File: src/rtl/core/fcbu_delay.sv
module fcbu_delay #(
    parameter int WIDTH = 8,
    parameter int DEPTH = 2
) (
    input  logic             clk,
    input  logic             en,
    input  logic [WIDTH-1:0] din,
    output logic [WIDTH-1:0] dout
);

    logic [WIDTH-1:0] data_reg [DEPTH];

    always_ff @(posedge clk)
    begin
        if (en)
        begin
            data_reg[0] <= din;
            for (int i = 1; i < DEPTH; i++)
            begin
                data_reg[i] <= data_reg[i-1];
            end
        end
    end

    assign dout = data_reg[DEPTH-1];

endmodule

File: config.mk
export PLATFORM = sky130hd
export DESIGN_NAME = fcbu_delay
export DESIGN_NICKNAME = d
export VERILOG_FILES = /design/src/rtl/core/fcbu_delay.sv
export SDC_FILE = /design/constraint.sdc
export NUM_CORES = 1
export LEC_CHECK = 0
export BUFFER_PORTS_ARGS = -buffer_cell sky130_fd_sc_hd__buf_2
export CAP_MARGIN = 30
export CORE_AREA = 5 5 42 44
export CTS_CLUSTER_DIAMETER = 30
export DETAILED_ROUTE_END_ITERATION = 8
export DIE_AREA = 0 0 47 49
export PLACE_DENSITY = 0.69
export SYNTH_ARGS = -nofsm -noshare
export SYNTH_HDL_FRONTEND = slang
export SYNTH_SLANG_ARGS = --single-unit
export TNS_END_PERCENT = 1
File: constraint.sdc
create_clock -name clk -period 0.9 [get_ports clk]
set_input_delay 0.18 -clock clk [delete_from_list [all_inputs] [get_ports clk]]
set_output_delay 0.18 -clock clk [all_outputs]
set_load 0.01 [all_outputs]
# == Word level (Yosys, flattened, before mapping) ==
# Memories as Yosys holds them, arrays and structs flattened.
# Index checks and enable logic that the tools add are counted.
# word_totals
n_memories,1
output_inout_bits,8
mem_bits_rw,16
register_bits,0
# classes
n_mux,2
# mem_list
memory,words,width,read_ports,rd_ports_with_merged_regs,write_ports,line,source
data_reg,2,8,2,0,2,11,logic [WIDTH-1:0] data_reg [DEPTH];
# op_table
operator,count
$mux 1,2

# == Logic depth before layout (Yosys ltp) ==
# logic_depth
depth_word,2
depth_mapped,1
depth_no_buf,0

# == Worst setup path before layout ==
# No wires, ideal clock.
# synth_path
path_kind,reg2out
from,"memory data_reg[1][0], in the netlist data_reg[0][8]"
to,output dout[0]
required_ns,0.720
path_buffers,1
path_slack_ns,0.244
path_stages_with_launch,2
arrival_time_ns,0.476
path_cell_list,edfxtp_1 > buf_4
# synth_rtl
item,line,source
"start, declared",11,
"end, declared",8,output logic [WIDTH-1:0] dout

==> flow_summary.json <==
{
  "clockBufferDepth": 2,
  "core_um2": 1400,
  "root_buffer": "clkbuf_4",
  "largest_register_ffs": 16,
  "post_cts_buffers": 0,
  "multi_input_area_um2": 0,
  "required_ps": 720,
  "rsz0062_at_grt": "true",
  "period_share": 1.08,
  "power_frac_comb": 0.050,
  "start_util": 0.386,
  "mappedNetlistNets": 34,
  "ys_types": 2,
  "critPathTopFamily": "flip-flops",
  "post-route-util": 0.437,
  "ff2ff_path_depth": 0,
  "p_sw_uw": 245,
  "h-tree-depth": 1,
  "synth_top_area_cell": "edfxtp_1",
  "cp.depth": 1,
  "pre_cts_slack_ps": 78.7,
  "whs_ps": 74.5,
  "dr.pass1.iters": 1,
  "grt_max_degree": 17,
  "path_class": "flop to primary output",
  "multi_input_cells": 0,
  "io_pins": 18,
  "vdd_drop_max_mv": 0.863,
  "cpPeakStageDelay_ps": 370,
  "io_buffers": 17,
  "p_int_mw": 1.07,
  "seq_area_frac_synth": 0.889,
  "hp-class": "primary input to flop",
  "routedWlPerCell_um": 11.7,
  "overflow": 0,
  "violations": "setup timing",
  "relSlewSlack": 0.784,
  "min_delay_path_depth": 1,
  "wl_um": 618,
  "worstSkewPairLatency_ps": 270,
  "tritoncts": "yes",
  "syn_to_final_growth_pct": 13.2,
  "hold_buffers": 0,
  "ys_ff_latch": 16,
  "synth_top_area_frac": 0.889,
  "synth_area_leaders": "edfxtp_1 (89%), buf_4 (11%)",
  "drt-met1-wl_um": 183,
  "drc": 0,
  "highest_layer": "met3",
  "num_vias": 224,
  "place_congestion": 0.609,
  "worst-slew-pin-transition_ps": 323,
  "antenna_found_initial": 0,
  "fin_crit_ps": 968,
  "pwr-share-seq": 0.680,
  "hold_viol_final": 0,
  "fin_nets": 48,
  "clock.fmax_mhz": 1030,
  "crit_fanout": 1,
  "placementRows": 14,
  "outcome": "finished, violations left",
  "cts_inserted_buffers": 3,
  "drt_iter0_markers": 0,
  "p_per_area_nw_per_um2": 2150,
  "max-cap-violations": 0,
  "layout_common_cells": "buf_2 (17), edfxtp_1 (16), clkbuf_4 (3), clkinv_1 (1)",
  "path_cells": "buf_2",
  "met2_length_um": 307,
  "worst_slack_ps": -67.8,
  "crit_path_end_kind": "primary output",
  "path_clk_slew_ps": 80,
  "synth_area_um2": 541,
  "clockPowerShare": 0.270,
  "die-width_um": 47,
  "avgSynthCellArea_um2": 22.5,
  "wl_met3_um": 127,
  "swShare": 0.186,
  "layout-drive-gt1-share": 0.541,
  "crit_arrival_ps": 790,
  "grt_pass1_vias": 219,
  "grt_pass1_wl_um": 924,
  "setup_viol": 8,
  "finClkSkew_ps": 2.73,
  "ant_nets": 0,
  "worstPathBufferInverterCount": 1,
  "p_total_mw": 1.32,
  "synth_warnings": 0,
  "synthCells": 24,
  "leakage_nw": 0.239,
  "grt_usage": 0.0622,
  "cts_num_sinks": 16,
  "report.final.slew_viol_count": 0,
  "dieArea_um2": 2300,
  "vias_per_cell": 4.23,
  "final_common_cell": "buf_2",
  "cp_slowest_cell": "edfxtp_1",
  "die_h_um": 49,
  "cts_resized": 0,
  "diodes": 0,
  "crit_path_start_kind": "flop"
}
## layer usage
layer  track usage  up-vias
li1              -      105
met1        0.0526      102
met2        0.0950       17
met3        0.0369        0
met4        0.0553        0
met5             0        -
## synth_stat cells (all sizes together)
master,count
buf,8
edfxtp,16
## power groups by stage
stage	clock network (mW)	registers (mW)	logic (mW)
5_1_grt	0.403	0.901	0.0710
4_1_cts	0.370	0.897	0.0680
2_1_floorplan	0	0.909	0.0451
3_3_place_gp	0	0.908	0.0649
6_report	0.356	0.895	0.0656
3_5_place_dp	0	0.914	0.0680
## metrics by stage
stage	setup TNS, ps	instances	area (um2)
2_1_floorplan	0	24	541
3_3_place_gp	0	49	586
3_5_place_dp	0	49	586
4_1_cts	-603	53	612
5_1_grt	-845	53	612
6_report	-468	53	612
## layout make-up
| class | instances | area [um2] |
|---|---|---|
| clock buffer | 3 | 22.5 |
| clock inverter | 1 | 3.75 |
| fill | 136 | 790 |
| sequential | 16 | 480 |
| tap | 16 | 20.0 |
| timing repair buffer | 17 | 85.1 |
## worst paths after layout
check                  startpoint         endpoint  slack (ps)
hold reg to reg    data_reg[0][3]  data_reg[0][11]         430
setup reg to reg   data_reg[0][5]  data_reg[0][13]         270
setup / recovery  data_reg[0][12]          dout[4]         -70
hold / removal             din[1]   data_reg[0][1]          70
## cell families after synthesis
logic type             Yosys count  share of synthesized area
flip-flops                      16                      0.889
buffers and inverters            8                      0.111
(Power assumes the default switching activity.)
