### config.mk
export PLATFORM = sky130hd
export DESIGN_NAME = fcbu_sqrt
export DESIGN_NICKNAME = d
export VERILOG_FILES = /design/src/rtl/core/fcbu_sqrt.sv
export SDC_FILE = /design/constraint.sdc
export NUM_CORES = 1
export LEC_CHECK = 0
export BUFFER_PORTS_ARGS = -buffer_cell sky130_fd_sc_hd__buf_2
export CORE_ASPECT_RATIO = 1.1
export CORE_MARGIN = 8
export CORE_UTILIZATION = 63
export CTS_CLUSTER_DIAMETER = 40
export DETAILED_ROUTE_END_ITERATION = 6
export PLACE_DENSITY = 0.8
export REMOVE_ABC_BUFFERS = 1
export SLEW_MARGIN = 20
export SYNTH_ARGS = -nofsm -noshare
export SYNTH_HDL_FRONTEND = slang
export SYNTH_SLANG_ARGS = --single-unit
### constraint.sdc
create_clock -name clk -period 3.1 [get_ports clk]
set_clock_uncertainty 0.2 [all_clocks]
set_input_delay 0 -clock clk [delete_from_list [all_inputs] [get_ports clk]]
set_output_delay 0 -clock clk [all_outputs]
set_load 0.005 [all_outputs]
### src/rtl/core/fcbu_sqrt.sv
module fcbu_sqrt #(
    parameter int RAD_W = 28,
    parameter int ROOT_W = 14
) (
    input  logic              clk,
    input  logic              en,
    input  logic [RAD_W-1:0]  rad,
    output logic [ROOT_W-1:0] root
);

    localparam int REM_W = ROOT_W + 2;

    logic [REM_W-1:0]  rem_reg [ROOT_W];
    logic [ROOT_W-1:0] root_reg [ROOT_W];
    logic [RAD_W-1:0]  rad_reg [ROOT_W];

    for (genvar i = 0; i < ROOT_W; i++)
    begin : g_stage
        logic [REM_W-1:0]  rem_in;
        logic [ROOT_W-1:0] root_in;
        logic [RAD_W-1:0]  rad_in;
        logic [REM_W+1:0]  cur;
        logic [REM_W+1:0]  trial;
        logic [REM_W+1:0]  diff;
        logic              ge;

        if (i == 0)
        begin : g_first
            assign rem_in = '0;
            assign root_in = '0;
            assign rad_in = rad;
        end
        else
        begin : g_next
            assign rem_in = rem_reg[i-1];
            assign root_in = root_reg[i-1];
            assign rad_in = rad_reg[i-1];
        end

        assign cur = {rem_in, rad_in[RAD_W-1:RAD_W-2]};
        assign trial = {{(REM_W-ROOT_W){1'b0}}, root_in, 2'b01};
        assign ge = (cur >= trial);
        assign diff = cur - trial;

        always_ff @(posedge clk)
        begin
            if (en)
            begin
                rem_reg[i] <= ge ? diff[REM_W-1:0] : cur[REM_W-1:0];
                root_reg[i] <= {root_in[ROOT_W-2:0], ge};
                rad_reg[i] <= {rad_in[RAD_W-3:0], 2'b00};
            end
        end
    end

    assign root = root_reg[ROOT_W-1];

endmodule

==> Word level (Yosys, flattened, before mapping) <==
Memories as Yosys holds them, arrays and structs flattened.
Index checks and enable logic that the tools add are counted.
{ "op_classes": {"addsub": 14, "n_mux": 16, "order_cmp": 14} }
{ "ops": {"columns": ["cell", "n"], "rows": [
  ["greater-or-equal comparator 18 x 16 -> 1 bit", 13],
  ["two-way mux 16 bit", 14],
  ["subtractor 16 bit", 13],
  ["subtractor 2 x 1 -> 3 bit (second input constant)", 1],
  ["greater-or-equal comparator 2 x 1 -> 1 bit (second input constant)", 1],
  ["two-way mux 1 bit", 2]
]} }
{ "totals": {"word_cells": 47, "output_inout_bits": 14, "ramBits": 784, "memories": 3, "regBits": 0, "in_bits": 30} }
{ "memory_table": {"columns": ["name", "depth", "width", "read_ports", "rd_ports_with_merged_regs", "write_ports", "line", "rtl"], "rows": [
  ["rad_reg", 14, 26, 13, 0, 14, "15", "logic [RAD_W-1:0] rad_reg [ROOT_W];"],
  ["rem_reg", 14, 16, 13, 0, 14, "13", "logic [REM_W-1:0] rem_reg [ROOT_W];"],
  ["root_reg", 14, 14, 14, 0, 14, "14", "logic [ROOT_W-1:0] root_reg [ROOT_W];"]
]} }

==> Logic depth before layout (Yosys ltp) <==
An unclocked memory read counts as a cell.
{ "depth": {"depth_word": 3, "depth_mapped": 11, "depth_no_buf": 10} }

==> Worst setup path before layout <==
Ideal clock, no wire load.
{ "synth_timing": {"path_kind": "reg2reg", "startpoint": "mem rem_reg[1][48] (netlist name)", "endpoint": "mem rem_reg[1][79] (netlist name), data pin", "period_less_slack_ns": 2.756, "setup_ns": 0.279, "arrival_time_ns": 2.277, "path_stages_with_launch": 9, "n_path_buf": 0, "t_required_ns": 2.621, "path_slack_ns": 0.344, "path_cell_list": "edfxtp_1 ha_1 o21ai_0 o211ai_1 a221oi_1 o21bai_1 a21o_1 a2111oi_0 xor2_1"} }
{ "synth_lines": {"columns": ["element", "line"], "rows": [
  ["start, declared", "13"]
]} }

==> impl_metrics.json <==
{
  "grt_usage_pct": 18.1,
  "max_freq_mhz": 337,
  "crit_chain": "ha_1, a21oi_1, o211ai_1, a221oi_2, o21bai_1, a21o_1, a2111oi_0, xor2_1",
  "p_int_uw": 12800,
  "start_util_pct": 63.9,
  "antenna_found_initial": 0,
  "grt_pass1_vias": 13600,
  "path_buf_inv": 0,
  "synth-edff-count": 479,
  "finalSetupViolations": 0,
  "drc": 0,
  "worst_hold_path_type": "input pin to flop",
  "diodes": 0,
  "cpPeakStageDelay_ns": 0.46,
  "dieHeight_um": 211,
  "rows": 71,
  "crit_type": "flop to flop",
  "ios": 44,
  "cap_violations": 0,
  "cts_num_sinks": 479,
  "routed-via-count": 13000,
  "power.density_mw_per_mm2": 670,
  "fillers": 1990,
  "die-area_mm2": 0.0409,
  "wirelength_um": 37700,
  "crit_slowest_cell": "a2111oi_0",
  "clk_pin_slew_ns": 0.06,
  "post_cts_buffers": 0,
  "grt_max_degree": 91,
  "ir_drop_mv": 0.581,
  "dpl.hpwl_um": 25800,
  "gp_congestion": 0.901,
  "p_seq_share_pct": 49.1,
  "cts_tree": "done",
  "ys_warn_count": 0,
  "nets": 1951,
  "setup_tns_ns": 0,
  "wl_per_cell_um": 16.5,
  "combPwrFrac_pct": 13.6,
  "tightest_slew_ns": 0.693,
  "synthesis.area_mm2": 0.0218,
  "grt_setup_unrepaired": "no",
  "grt-ovfl-total": 0,
  "drv_slew": 0,
  "path_max_fanout": 6,
  "synth_ff_type": "edfxtp_1",
  "synth-seq-cells": 479,
  "async_flop_share_pct": 0,
  "cts_root_buf": "clkbuf_16",
  "dp_slack_ns": 0.0195,
  "via_per_inst": 5.71,
  "switching_share_pct": 24.2,
  "postRouteAntennaNets": 0,
  "start_kind": "flop",
  "synth.distinct_cells": 63,
  "worstPathArrival_ns": 3.05,
  "area_delta_synth_final_pct": 15.7,
  "crit_family": "compound AO/OA/AOI/OAI gates",
  "avgSynthCellArea_um2": 13.4,
  "synth-seq-area-share_pct": 65.8,
  "r2r_setup_slack_ns": 0.13,
  "first_pass_iters": 5,
  "post-route-period-util_pct": 95.7,
  "drive_gt1_share_pct": 11.2,
  "power.share.clock_pct": 37.3,
  "net-switching-power_uw": 4110,
  "status": "finished clean",
  "drt-initial-drc-count": 582,
  "cp.required_ns": 3.18,
  "io_buffers": 43,
  "grt_pass1_wl_um": 61100,
  "worst_slack_ns": 0.134,
  "synth_cells": 1631,
  "max-clock-path-buffers": 3,
  "htreeDepth": 2,
  "cp-end-kind": "flop",
  "coreArea_mm2": 0.0342,
  "die_x_um": 194,
  "clk_latency_ns": 0.57,
  "p_leak_uw": 0.00987,
  "finalHoldViolCount": 0,
  "numCtsBuffers": 50,
  "post-route-min-period_ns": 2.97,
  "largest_reg_flops": 192,
  "slew_headroom_pct": 53.8
}
-- metrics by stage --
stage | hold slack (ns) | power [uW] | std cells | instance area (um2) | utilization [%]
6_report | 0.106 | 16900 | 2282 | 25300 | 73.9
5_1_grt | 0.101 | 17600 | 2282 | 25300 | 73.9
4_1_cts | 0.0510 | 17000 | 2282 | 25300 | 73.9
3_5_place_dp | -0.0219 | 10700 | 2132 | 22900 | 67.0
3_3_place_gp | -0.0217 | 10500 | 2132 | 22900 | 67.0
2_1_floorplan | -0.101 | 9940 | 1612 | 21800 | -
-- repair_timing --
action	CTS	global route
hold endpoints to repair	110	0
hold buffers	56	0
gates resized for setup	2	6
endpoints found under the setup margin	2	22
pin swaps	0	0
-- cell usage after synthesis, drive strengths merged (25+ instances only) --
library cell / number / area, um2
a21oi: 100 / 500
edfxtp: 479 / 14400
ha: 119 / 1490
inv: 145 / 544
mux2: 25 / 285
nand2: 74 / 278
nand2b: 31 / 194
nor2: 141 / 529
nor3: 45 / 225
nor4: 28 / 175
o21a: 26 / 195
o21ai: 60 / 300
xnor2: 68 / 596
xor2: 62 / 543
-- final timing paths --
kind / start / to / cells after the start
max: rem_reg[1][52] / rem_reg[1][79] / 8
min: rad[26] / rem_reg[0][0] / 3
max reg2reg: rem_reg[1][52] / rem_reg[1][79] / 8
min reg2reg: rad_reg[1][18] / rad_reg[1][46] / 0
-- power by group through the flow --
stage	Clock (uW)	Sequential, uW	Combinational (uW)
6_report	6320	8310	2310
5_1_grt	6670	8380	2570
4_1_cts	6410	8310	2300
3_5_place_dp	0	8450	2210
3_3_place_gp	0	8410	2110
2_1_floorplan	0	8330	1610
-- cell type report --
class	count	area (um2)	area share (%)
Clock buffer	54	1290	5.09
Clock inverter	40	502	1.99
Inverter	146	548	2.17
Multi-Input combinational cell	987	6850	27.1
Sequential cell	479	14400	56.9
Tap cell	438	548	2.17
Timing Repair Buffer	138	1150	4.56
-- routing by layer --
layer / wire length (um) / track usage [%]
met1: 12800 / 15.7
met3: 1270 / 3.05
met5: 0 / 0
met4: 1440 / 8.44
met2: 22200 / 38.7
-- cells in the final DEF, fill, tap and decap left out, types with 5 or more instances in the layout --
cell type,count
a211oi_1,5
buf_2,42
a21oi_1,100
nand2b_1,31
xor2_1,62
inv_6,5
dlygate4sd3_1,56
or3_1,20
or2_2,8
inv_1,145
mux2i_1,5
or4_1,6
mux2_2,24
o211ai_1,8
nor2b_1,18
o31ai_1,12
ha_1,119
nand4_1,13
clkbuf_16,51
nor2_1,141
nand3_1,16
xnor2_1,68
nor3_1,44
buf_12,6
and2_1,7
nand2_1,74
o21bai_1,5
o21a_1,26
nor4_1,28
a21o_1,21
clkinv_1,11
bufinv_16,9
buf_4,33
edfxtp_1,479
clkinv_4,8
o21ai_0,58
-- cells by family (layout without fill, tap and decap cells) --
kind of cell	after synthesis	in the layout	share of synthesized area [%]
AOI/OAI and AO/OA	282	282	8.09
buffers and inverters	165	378	2.91
muxes	30	30	1.54
adders and majority gates	119	119	6.82
xor gates and xnor gates	130	130	5.21
other	1	1	0.0172
and+or+nand+nor	425	425	9.58
DFF	479	479	65.8
-- worst reg2reg max path, cell delays in order, from the launching register on --
cell	delay (ns)
edfxtp_1	0.39
ha_1	0.39
a21oi_1	0.25
o211ai_1	0.18
a221oi_2	0.38
o21bai_1	0.10
a21o_1	0.21
a2111oi_0	0.46
xor2_1	0.11
Note: power is estimated with default switching activity, not from simulation.
