[src/rtl/core/fcbu_div.sv]
module fcbu_div #(
    parameter int DIV_W = 16,
    parameter int QW = 16
) (
    input  logic                  clk,
    input  logic                  en,
    input  logic [DIV_W+QW-1:0]   num,
    input  logic [DIV_W-1:0]      div,
    output logic [QW-1:0]         quo
);

    logic [DIV_W-1:0] rem_reg [QW];
    logic [DIV_W-1:0] dv_reg [QW];
    logic [QW-1:0]    lo_reg [QW];
    logic [QW-1:0]    q_reg [QW];

    for (genvar i = 0; i < QW; i++)
    begin : g_stage
        logic [DIV_W-1:0] rem_in;
        logic [DIV_W-1:0] dv_in;
        logic [QW-1:0]    lo_in;
        logic [QW-1:0]    q_in;
        logic [DIV_W:0]   trial;
        logic             ge;
        logic [DIV_W:0]   diff;
        logic [DIV_W-1:0] rem_next;

        if (i == 0)
        begin : g_first
            assign rem_in = num[DIV_W+QW-1:QW];
            assign dv_in = div;
            assign lo_in = num[QW-1:0];
            assign q_in = '0;
        end
        else
        begin : g_next
            assign rem_in = rem_reg[i-1];
            assign dv_in = dv_reg[i-1];
            assign lo_in = lo_reg[i-1];
            assign q_in = q_reg[i-1];
        end

        assign trial = {rem_in, lo_in[QW-1]};
        assign ge = (trial >= {1'b0, dv_in});
        assign diff = trial - {1'b0, dv_in};
        assign rem_next = ge ? diff[DIV_W-1:0] : trial[DIV_W-1:0];

        always_ff @(posedge clk)
        begin
            if (en)
            begin
                rem_reg[i] <= rem_next;
                dv_reg[i] <= dv_in;
                lo_reg[i] <= {lo_in[QW-2:0], 1'b0};
                q_reg[i] <= {q_in[QW-2:0], ge};
            end
        end
    end

    assign quo = q_reg[QW-1];

endmodule

[config.mk]
export PLATFORM = sky130hd
export DESIGN_NAME = fcbu_div
export DESIGN_NICKNAME = d
export VERILOG_FILES = /design/src/rtl/core/fcbu_div.sv
export SDC_FILE = /design/constraint.sdc
export NUM_CORES = 1
export LEC_CHECK = 0
export BUFFER_PORTS_ARGS = -buffer_cell sky130_fd_sc_hd__buf_2
export CORE_ASPECT_RATIO = 1.75
export CORE_MARGIN = 5
export CORE_UTILIZATION = 40
export DETAILED_ROUTE_END_ITERATION = 6
export GPL_ROUTABILITY_DRIVEN = 0
export PLACE_DENSITY = 0.57
export SYNTH_ARGS = -nofsm -noshare
export SYNTH_HDL_FRONTEND = slang
export SYNTH_SLANG_ARGS = --single-unit
[constraint.sdc]
create_clock -name clk -period 5.9 [get_ports clk]
set_clock_uncertainty 0.15 [all_clocks]
set_input_delay 0.295 -clock clk [delete_from_list [all_inputs] [get_ports clk]]
set_output_delay 0.295 -clock clk [all_outputs]
set_load 0.03 [all_outputs]
## Word-level counts from Yosys, hierarchy flattened

Memories as Yosys holds them, arrays and structs flattened.
Index checks and enable logic that the tools add are counted.

| storage, ports and cells | value |
|---|---|
| register bits | 0 |
| bits in writable memories | 1,008 |
| input bits | 50 |
| output and inout port bits | 16 |
| logic and storage cells | 54 |
| memories | 4 |

| operators by class | value |
|---|---|
| add/subtract/negate cells | 16 |
| order comparisons | 16 |
| muxes and demuxes | 18 |

Memory list:

| memory | words | bits a word | rd ports | clocked after Yosys merged registers in | wr ports | line | text |
|---|---|---|---|---|---|---|---|
| dv_reg | 16 | 16 | 15 | 0 | 16 | 13 | `logic [DIV_W-1:0] dv_reg [QW];` |
| q_reg | 16 | 16 | 16 | 0 | 16 | 15 | `logic [QW-1:0] q_reg [QW];` |
| rem_reg | 16 | 16 | 15 | 0 | 16 | 12 | `logic [DIV_W-1:0] rem_reg [QW];` |
| lo_reg | 16 | 15 | 15 | 0 | 16 | 14 | `logic [QW-1:0] lo_reg [QW];` |

Operator list:

| kind | count |
|---|---|
| $ge A17 B16 Y1 | 16 |
| $mux W16 | 16 |
| $sub A16 B16 Y16 | 16 |
| $mux W1 | 2 |

## Logic depth before layout (Yosys ltp)

An unclocked memory read counts as a cell.

| depth | value |
|---|---|
| depth after elaboration | 3 |
| gate-level depth with buffers | 13 |
| gate-level depth less buffers | 11 |

## Least setup slack after synthesis

OpenSTA, ideal clock, no wires.

| timing path | value |
|---|---|
| kind | reg-to-reg |
| start | mem dv_reg[3][1] (netlist: dv_reg[0][49]) |
| end | mem rem_reg[4][11] (netlist: rem_reg[0][75]), data pin |
| setup time | 0.260 ns |
| arrival time | 2.709 ns |
| required time | 5.490 ns |
| slack | 2.780 ns |
| cell stages (with the launch flop) | 12 |
| buffers on the path | 2 |
| period minus slack after synthesis | 3.120 ns |
| path through | edfxtp_1 -> inv_1 -> ha_1 -> nor2b_1 -> o31a_1 -> o31a_1 -> a221oi_4 -> a2111oi_1 -> a2111o_1 -> buf_2 -> buf_6 -> mux2_4 |

RTL lines:

| what | line |
|---|---|
| start: declaration | 13 |
| end: declaration | 12 |

==> run_results.csv <==
group,metric,value,unit
outcome,status,"finished clean",
power,fin_total_pwr,0.0210,W
setup_path,timing.rr.start,"dv_reg[1][33]",
drt,drc,0,
drt,drtAntennaViolNets,0,
yosys,syn_area_per_cell,12.8,sq um
clock_network,clock_sinks,736,
drt,drt_pass1_iterations,5,
clock_network,cts_made_buffers,74,
yosys,synth_seq_area_share,0.598,
global_route,grt_pass1_vias,24700,
yosys,yosysWarnings,0,
finish,fillCellCount,8125,
drt,viasPerCell,5.32,
worst_hold_path,hp-class,"primary input to register",
floorplanning,num_rows,147,
clock_network,cts_setup_buffers,0,
floorplanning,start_util,0.402,
finish,antennaDiodeCount,0,
global_route,antenna_found_initial,0,
power,comb_power_share,0.400,
global_route,grtUsageTotal,0.149,
finish,final_cell_mix,"736 x edfxtp_1, 314 x inv_1, 256 x ha_1, 182 x a21oi_1, 151 x nand2_1",
power,p_int,0.0138,W
yosys,synth-seq-cells,736,
finish,final_util,0.453,
global_route,grt_max_degree,161,
finish,final_layout_size_suffix_gt1_frac,0.0895,
place,place_area,38800,sq um
clock_network,htreeDepth,3,
floorplanning,die_w,240,um
clock_network,cts.clk_slew.worst_paths,0.07,ns
timing,fin_crit_sh,0.699,
worst_hold_path,hp-start,"en",
timing,setup_viol,0,
drt,wl_per_cell,17.5,um
finish,fin_area,41600,sq um
setup_path,end_kind,"register",
yosys,yosysUniqueCellTypes,75,
power,pwr-share-seq,0.379,
global_route,overflow,0,
clock_network,root_buffer,"clkbuf_16",
worst_hold_path,holdPathStages,1,
setup_path,crit_fanout,23,
timing,min_period,4.12,ns
setup_path,arrival,4.37,ns
setup_path,reg2reg_to,"rem_reg[1][51]",
finish,layout_commonest_cell,"edfxtp_1",
drt,vias,22800,
yosys,syn_nets,3198,
floorplanning,dieArea,98800,sq um
timing,drv_slew,0,
drt,wirelength,75100,um
timing,fmax,242,MHz
yosys,synth_edf_count,736,
timing,rsz0062_at_grt,"false",
power,p_per_area,505,nW/um^2
floorplanning,die_h,412,um
yosys,async_flop_share,0,
clock_network,cts_tree,"built",
timing,tns,0,ns
place,dp_hpwl,54500,um
setup_path,required,6.14,ns
timing,hold_viol,0,
timing,slew-limit-headroom,0.211,
setup_path,cp-start-kind,"register",
timing,worst_pin_slew,1.18,ns
power,sw_frac_of_total,0.343,
setup_path,rr_worst_depth,9,
clock_network,clkLatencyLatePin,0.65,ns
place,portBuffers,65,
power,power_switching,0.00721,W
finish,nets,3361,
setup_path,crit_type,"register to register",
job,cap_violations,0,
power,clkPwrFrac,0.221,
floorplanning,io_pins,66,
setup_path,r2r_setup_slack,1.78,ns
finish,area_delta_synth_final,12.7,%
clock_network,clock_path_buffers,3,
power,vdd_drop_max,250,uV
power,leakage,16.5,nW
yosys,synth_area,36900,sq um
yosys,ys.flop_type,"edfxtp_1",
floorplanning,fp.coreArea,91800,sq um
setup_path,startpoint,"dv_reg[1][33]",
drt,drtIter0Drc,835,
yosys,synth_cells,2877,
timing,holdWs,0.0251,ns
global_route,grt_pass1_wl,118000,um
worst_hold_path,whs_endpoint,"lo_reg[0][4]",
## area by class of cell
cell class | count | area [sq um] | share of cell area
clock buffers | 93 | 1940 | 0.0467
clock inverters | 38 | 399 | 0.00959
inverters | 317 | 1190 | 0.0286
multi-input cells | 1781 | 13500 | 0.324
flip-flops and latches | 736 | 22100 | 0.531
well taps | 1192 | 1490 | 0.0358
repair buffers | 130 | 991 | 0.0238
## cell usage after synthesis (all sizes together) (14+ instances only)
master / number / share of area
edfxtp: 736 / 0.60
inv: 317 / 0.032
ha: 256 / 0.087
a21oi: 183 / 0.025
o21ai: 154 / 0.021
nand2: 151 / 0.015
nor2: 148 / 0.015
mux2: 143 / 0.044
xnor2: 99 / 0.023
xor2: 66 / 0.016
o21a: 50 / 0.010
a21o: 49 / 0.010
nor3: 45 / 0.0061
nor2b: 42 / 0.0071
nand3: 41 / 0.0056
nand2b: 34 / 0.0058
nand4: 31 / 0.0053
a31oi: 23 / 0.0044
clkbuf: 22 / 0.0022
buf: 21 / 0.0030
mux2i: 20 / 0.0054
o31a: 20 / 0.0047
and3: 17 / 0.0029
o31ai: 17 / 0.0035
or3: 17 / 0.0029
fa: 15 / 0.0081
a211oi: 14 / 0.0028
## per-layer routing
| layer | wire, um | GRT usage | share of wire |
|---|---|---|---|
| met4 | 5720 | 0.109 | 0.076 |
| met5 | 0 | 0 | 0 |
| met2 | 45400 | 0.318 | 0.60 |
| met1 | 21800 | 0.111 | 0.29 |
| met3 | 2190 | 0.0231 | 0.029 |
## worst max-delay path by stage
stage	to	slack, ns
finish	rem_reg[1][51]	1.78
global route	rem_reg[1][58]	1.46
CTS	rem_reg[1][51]	1.71
detailed placement	rem_reg[1][51]	1.69
global placement	rem_reg[1][51]	1.75
floorplan	rem_reg[0][75]	2.78
## per-stage QoR
stage | cells | setup WS [ns]
floorplan | 2877 | 2.78
detailed placement | 4109 | 1.69
global placement | 4109 | 1.75
CTS | 4287 | 1.71
finish | 4287 | 1.78
global route | 4287 | 1.46
## kinds of logic after synthesis
logic type      Yosys count  share of synthesized area
mux                     163                     0.0494
simple gates            570                     0.0748
flops                   736                      0.598
fa+ha+maj               271                     0.0948
xor+xnor                165                     0.0391
compound gates          612                      0.106
buf+inv                 360                     0.0375
## timing repair
action / 4_1_cts / 5_1_grt
setup endpoints to repair: 0 / 0
hold buffers: 47 / 0
gates resized for setup: 0 / 0
hold endpoints to repair: 47 / 0
## power by group through the flow
| stage | Combinational (W) | Sequential, W | Clock, W |
|---|---|---|---|
| 2_1_floorplan | 0.00632 | 0.00788 | 0 |
| 3_3_place_gp | 0.00798 | 0.00802 | 0 |
| 3_5_place_dp | 0.00833 | 0.00806 | 0 |
| 4_1_cts | 0.00840 | 0.00796 | 0.00481 |
| 5_1_grt | 0.00925 | 0.00806 | 0.00502 |
| 6_report | 0.00840 | 0.00796 | 0.00465 |
## worst max-delay path, stage by stage (launching register included)
cell and delay, ns:
edfxtp_1 0.43, inv_1 0.08, ha_1 0.23, nor2b_1 0.15
o31a_1 0.29, o31ai_1 0.55, a21oi_1 0.21, o31a_1 0.38
a41oi_2 0.98, mux2_2 0.42
Power figures use the tool's default switching activity.
